$ cat config.mk
export PLATFORM = sky130hd
export DESIGN_NAME = hbd_ram
export DESIGN_NICKNAME = d
export VERILOG_FILES = /design/src/rtl/core/hbd_ram.sv
export SDC_FILE = /design/constraint.sdc
export NUM_CORES = 2
export LEC_CHECK = 0
export BUFFER_PORTS_ARGS = -buffer_cell sky130_fd_sc_hd__buf_4
export CORE_AREA = 2 2 388 390
export DETAILED_ROUTE_END_ITERATION = 6
export DIE_AREA = 0 0 390 392
export GPL_TIMING_DRIVEN = 0
export PLACE_DENSITY = 0.69
export SYNTH_ARGS = -nofsm -noshare
export SYNTH_HDL_FRONTEND = slang
export SYNTH_SLANG_ARGS = --single-unit
$ cat constraint.sdc
create_clock -name clock -period 4.7 [get_ports clock]
set_input_delay 0.705 -clock clock [delete_from_list [all_inputs] [get_ports clock]]
set_output_delay 0.705 -clock clock [all_outputs]
set_load 0.02 [all_outputs]
$ cat src/rtl/core/hbd_ram.sv
// ----------------------------------------------------------------------------
// hbd_ram
// Generic single-write, single-read RAM with a registered read port.
// ----------------------------------------------------------------------------
module hbd_ram #(
   parameter int WIDTH = 8,
   parameter int DEPTH = 256
) (
   input  logic                     clock,
   input  logic                     wr_en,
   input  logic [$clog2(DEPTH)-1:0] wr_addr,
   input  logic [WIDTH-1:0]         wr_data,
   input  logic                     rd_en,
   input  logic [$clog2(DEPTH)-1:0] rd_addr,
   output logic [WIDTH-1:0]         rd_data
);

   logic [WIDTH-1:0] mem [DEPTH];
   logic [WIDTH-1:0] rd_data_ff;

   always_ff @(posedge clock) begin
      if (wr_en) begin
         mem[wr_addr] <= wr_data;
      end
      if (rd_en) begin
         rd_data_ff <= mem[rd_addr];
      end
   end

   assign rd_data = rd_data_ff;

endmodule

==> results.cfg <==
[outcome]
status = finished with violations
violations = max-capacitance violations, max-slew violations, negative setup slack

[placement]
dpl.hpwl_mm = 155
place_congestion = 1.01
buffer_ports.inserted = 27

[cts]
clock_insertion_delay_worst_skew_ns = 0.85
cts_hold_repair.buffers = 0
ctsLongestPathBuffers = 3
root_buffer = sky130_fd_sc_hd__clkbuf_16
post-cts-setup-buffer-count = 0
clock_tree_from_tritoncts = built
clk_pin_slew_worst_paths_ns = 0.06
htree_num_levels = 4
clock-sinks = 2056
cts-buffers-inserted = 197

[critical_path]
critical_path.startpoint_type = primary input
crit_arrival_ns = 5.35
worst-endpoint-required_ns = 5.18
crit_type = in2reg
critical_path.max_fanout = 10
worstSetupEndpointType = register

[layout]
drive_gt1_share_pct = 21.9
fin_util_pct = 59.6
top_library_cells_by_usage_in_the_layout_fill_and_taps_aside = 2,056 x sky130_fd_sc_hd__edfxtp_1, 454 x sky130_fd_sc_hd__mux4_2, 282 x sky130_fd_sc_hd__nor2_1
finish.net_count = 3998
areaGrowthSynthToFinish_pct = 11.5
layout.cells.most_common = sky130_fd_sc_hd__edfxtp_1

[timing]
setup_slack_ns = -0.170
max_slew_margin_vs_limit_pct = -1.77
timing_max_transition_violations_final = 3
timing.clock.skew_ns = 0.0444
unrepaired_setup_endpoints_after_global_routing = no
timing.setup.tns_ns = -0.225
achievable-frequency_mhz = 205
finish_stage_setup_viols = 3
min_period_ns = 4.87
worst_slew_pin_slew_ns = 1.51
hold_violations = 0
finalCritPeriodShare_pct = 104

[synthesis]
postSynthAreaPerCell_sq_um = 21.3
synth_seq_area_share_pct = 77.5
ffs_w_async_s_r_synth_pct = 0
netlist-cell-type-count = 54
post_synth_main_area_contributors = sky130_fd_sc_hd__edfxtp_1 78%, sky130_fd_sc_hd__mux4_2 13%, sky130_fd_sc_hd__mux2i_1 1.7%, sky130_fd_sc_hd__nor2_1 1.3%, sky130_fd_sc_hd__a22oi_1 1.3%
cell_taking_the_most_area_after_synthesis = sky130_fd_sc_hd__edfxtp_1
synth-seq-cells = 2056
yosys_warnings = 0
syn-num-nets = 3760
synth.cell_area_sq_um = 79600
synth_enable_flop_cells = 2056
synth_cells = 3733
postSynth.topFlopCell = sky130_fd_sc_hd__edfxtp_1
synth_top_area_share_pct = 77.5

[floorplanning]
die_width_microns = 390
io_pins = 35
std_cell_rows = 142
initial_utilization_pct = 53.5
dieHeight_microns = 392
die_area_sq_um = 153000
core_sq_um = 149000

[global_route]
vias_in_the_first_global_route = 40300
overflow = 0
maximum_number_of_pins_on_one_net_before_global_route_repair = 157
grt_first_pass_wirelength_mm = 321
antenna_found_initial = 12
gr-usage-all-layers_pct = 31.0

[detailed_routing]
via_count = 41800
detail_route.wl_per_cell_microns = 38.6
drt_wl_total_mm = 235
first_iter_violations = 7268
antenna_violating_nets_post_route = 0
route.detailed.drc = 0
via_per_inst = 6.88
number_of_iterations_in_the_first_detailed_routing_pass = 6

[run]
drv.max_cap_violation_count = 4

[pwr]
p_leak_nw = 27.3
powerDensity_nw_per_um2 = 425
ir_worst_vdd_uv = 361

[worst_hold_path]
hold_path.class = in2reg
worst paths after layout:
| kind | depth (start not counted) | startpoint | to | slack (ns) |
|---|---|---|---|---|
| max reg2reg | 6 | mem[25][5] | rd_data[5] | 0.77 |
| max | 7 | rd_addr[3] | rd_data[5] | -0.17 |
| min reg2reg | 5 | mem[37][0] | rd_data[0] | 1.35 |
| min | 1 | rd_en | rd_data[7] | 0.25 |
sequential cells by signal, summed over array words and instances (netlist names):
register  cells
mem        2048
rd_data       8
critical path, cell delays in order:
cell and delay, ns:
sky130_fd_sc_hd__buf_4 0.13, sky130_fd_sc_hd__clkbuf_1 0.90, sky130_fd_sc_hd__clkbuf_1 1.07, sky130_fd_sc_hd__a21oi_1 0.55, sky130_fd_sc_hd__o32ai_1 0.88, sky130_fd_sc_hd__nor3_1 0.11, sky130_fd_sc_hd__nor4_1 0.95
per-layer routing:
metal	GRT usage [%]	share of wire, %	vias to the layer above
met4	14.9	5.5	22
li1	-	-	16200
met2	45.6	45	3233
met1	42.2	36	21800
met3	10.1	14	587
met5	0	0.069	-
repair_timing:
action	in CTS	in global routing
pin swaps	0	0
gates resized for setup	0	1
endpoints found under the setup margin	1	1
area by class of cell:
type,instances,area [sq um]
Sequential cell,2056,61700
Fill cell,10500,60100
Multi-Input combinational cell,1442,16500
Clock buffer,238,5100
Tap cell,1944,2430
Buffer,232,1470
Clock inverter,122,1020
Timing Repair Buffer,40,523
Antenna cell,7,17.5
Inverter,2,7.51
Yosys cell counts, drive strengths merged (12+ instances only):
master	count
a221oi	14
a21oi	96
o221ai	47
nand2	33
nor2b	31
o21ai	12
a22oi	133
buf	122
mux4	456
edfxtp	2056
nor4	27
nand3	34
o22ai	28
nor2	282
clkbuf	111
nor3	22
a211oi	16
mux2i	134
per-stage QoR:
stage	hold slack, ns	cells	instance area, sq um	worst slack [ns]	power (W)
3_3_place_gp	1.09	5704	82300	-0.980	0.0227
3_5_place_dp	1.09	5715	82600	-0.966	0.0227
5_1_grt	0.220	6076	88800	0.00263	0.0384
4_1_cts	0.205	6074	88700	0.0717	0.0377
2_1_floorplan	0.804	3733	79600	1.92	0.0216
6_report	0.251	6083	88800	-0.170	0.0377
report_power, final:
group / internal (W) / switching (W)
sequential: 0.0202 / 0.0000225
combinational: 0.000653 / 0.00152
clock: 0.00841 / 0.00689
total: 0.0293 / 0.00843
cell families after synthesis:
| group | count (synthesis) | share of synthesized area, % |
|---|---|---|
| AOI/OAI and AO/OA | 385 | 3.42 |
| buffers and inverters | 235 | 1.83 |
| DFF | 2056 | 77.5 |
| muxes | 591 | 14.6 |
| and+or+nand+nor | 466 | 2.63 |
Power figures use the tool's default switching activity.
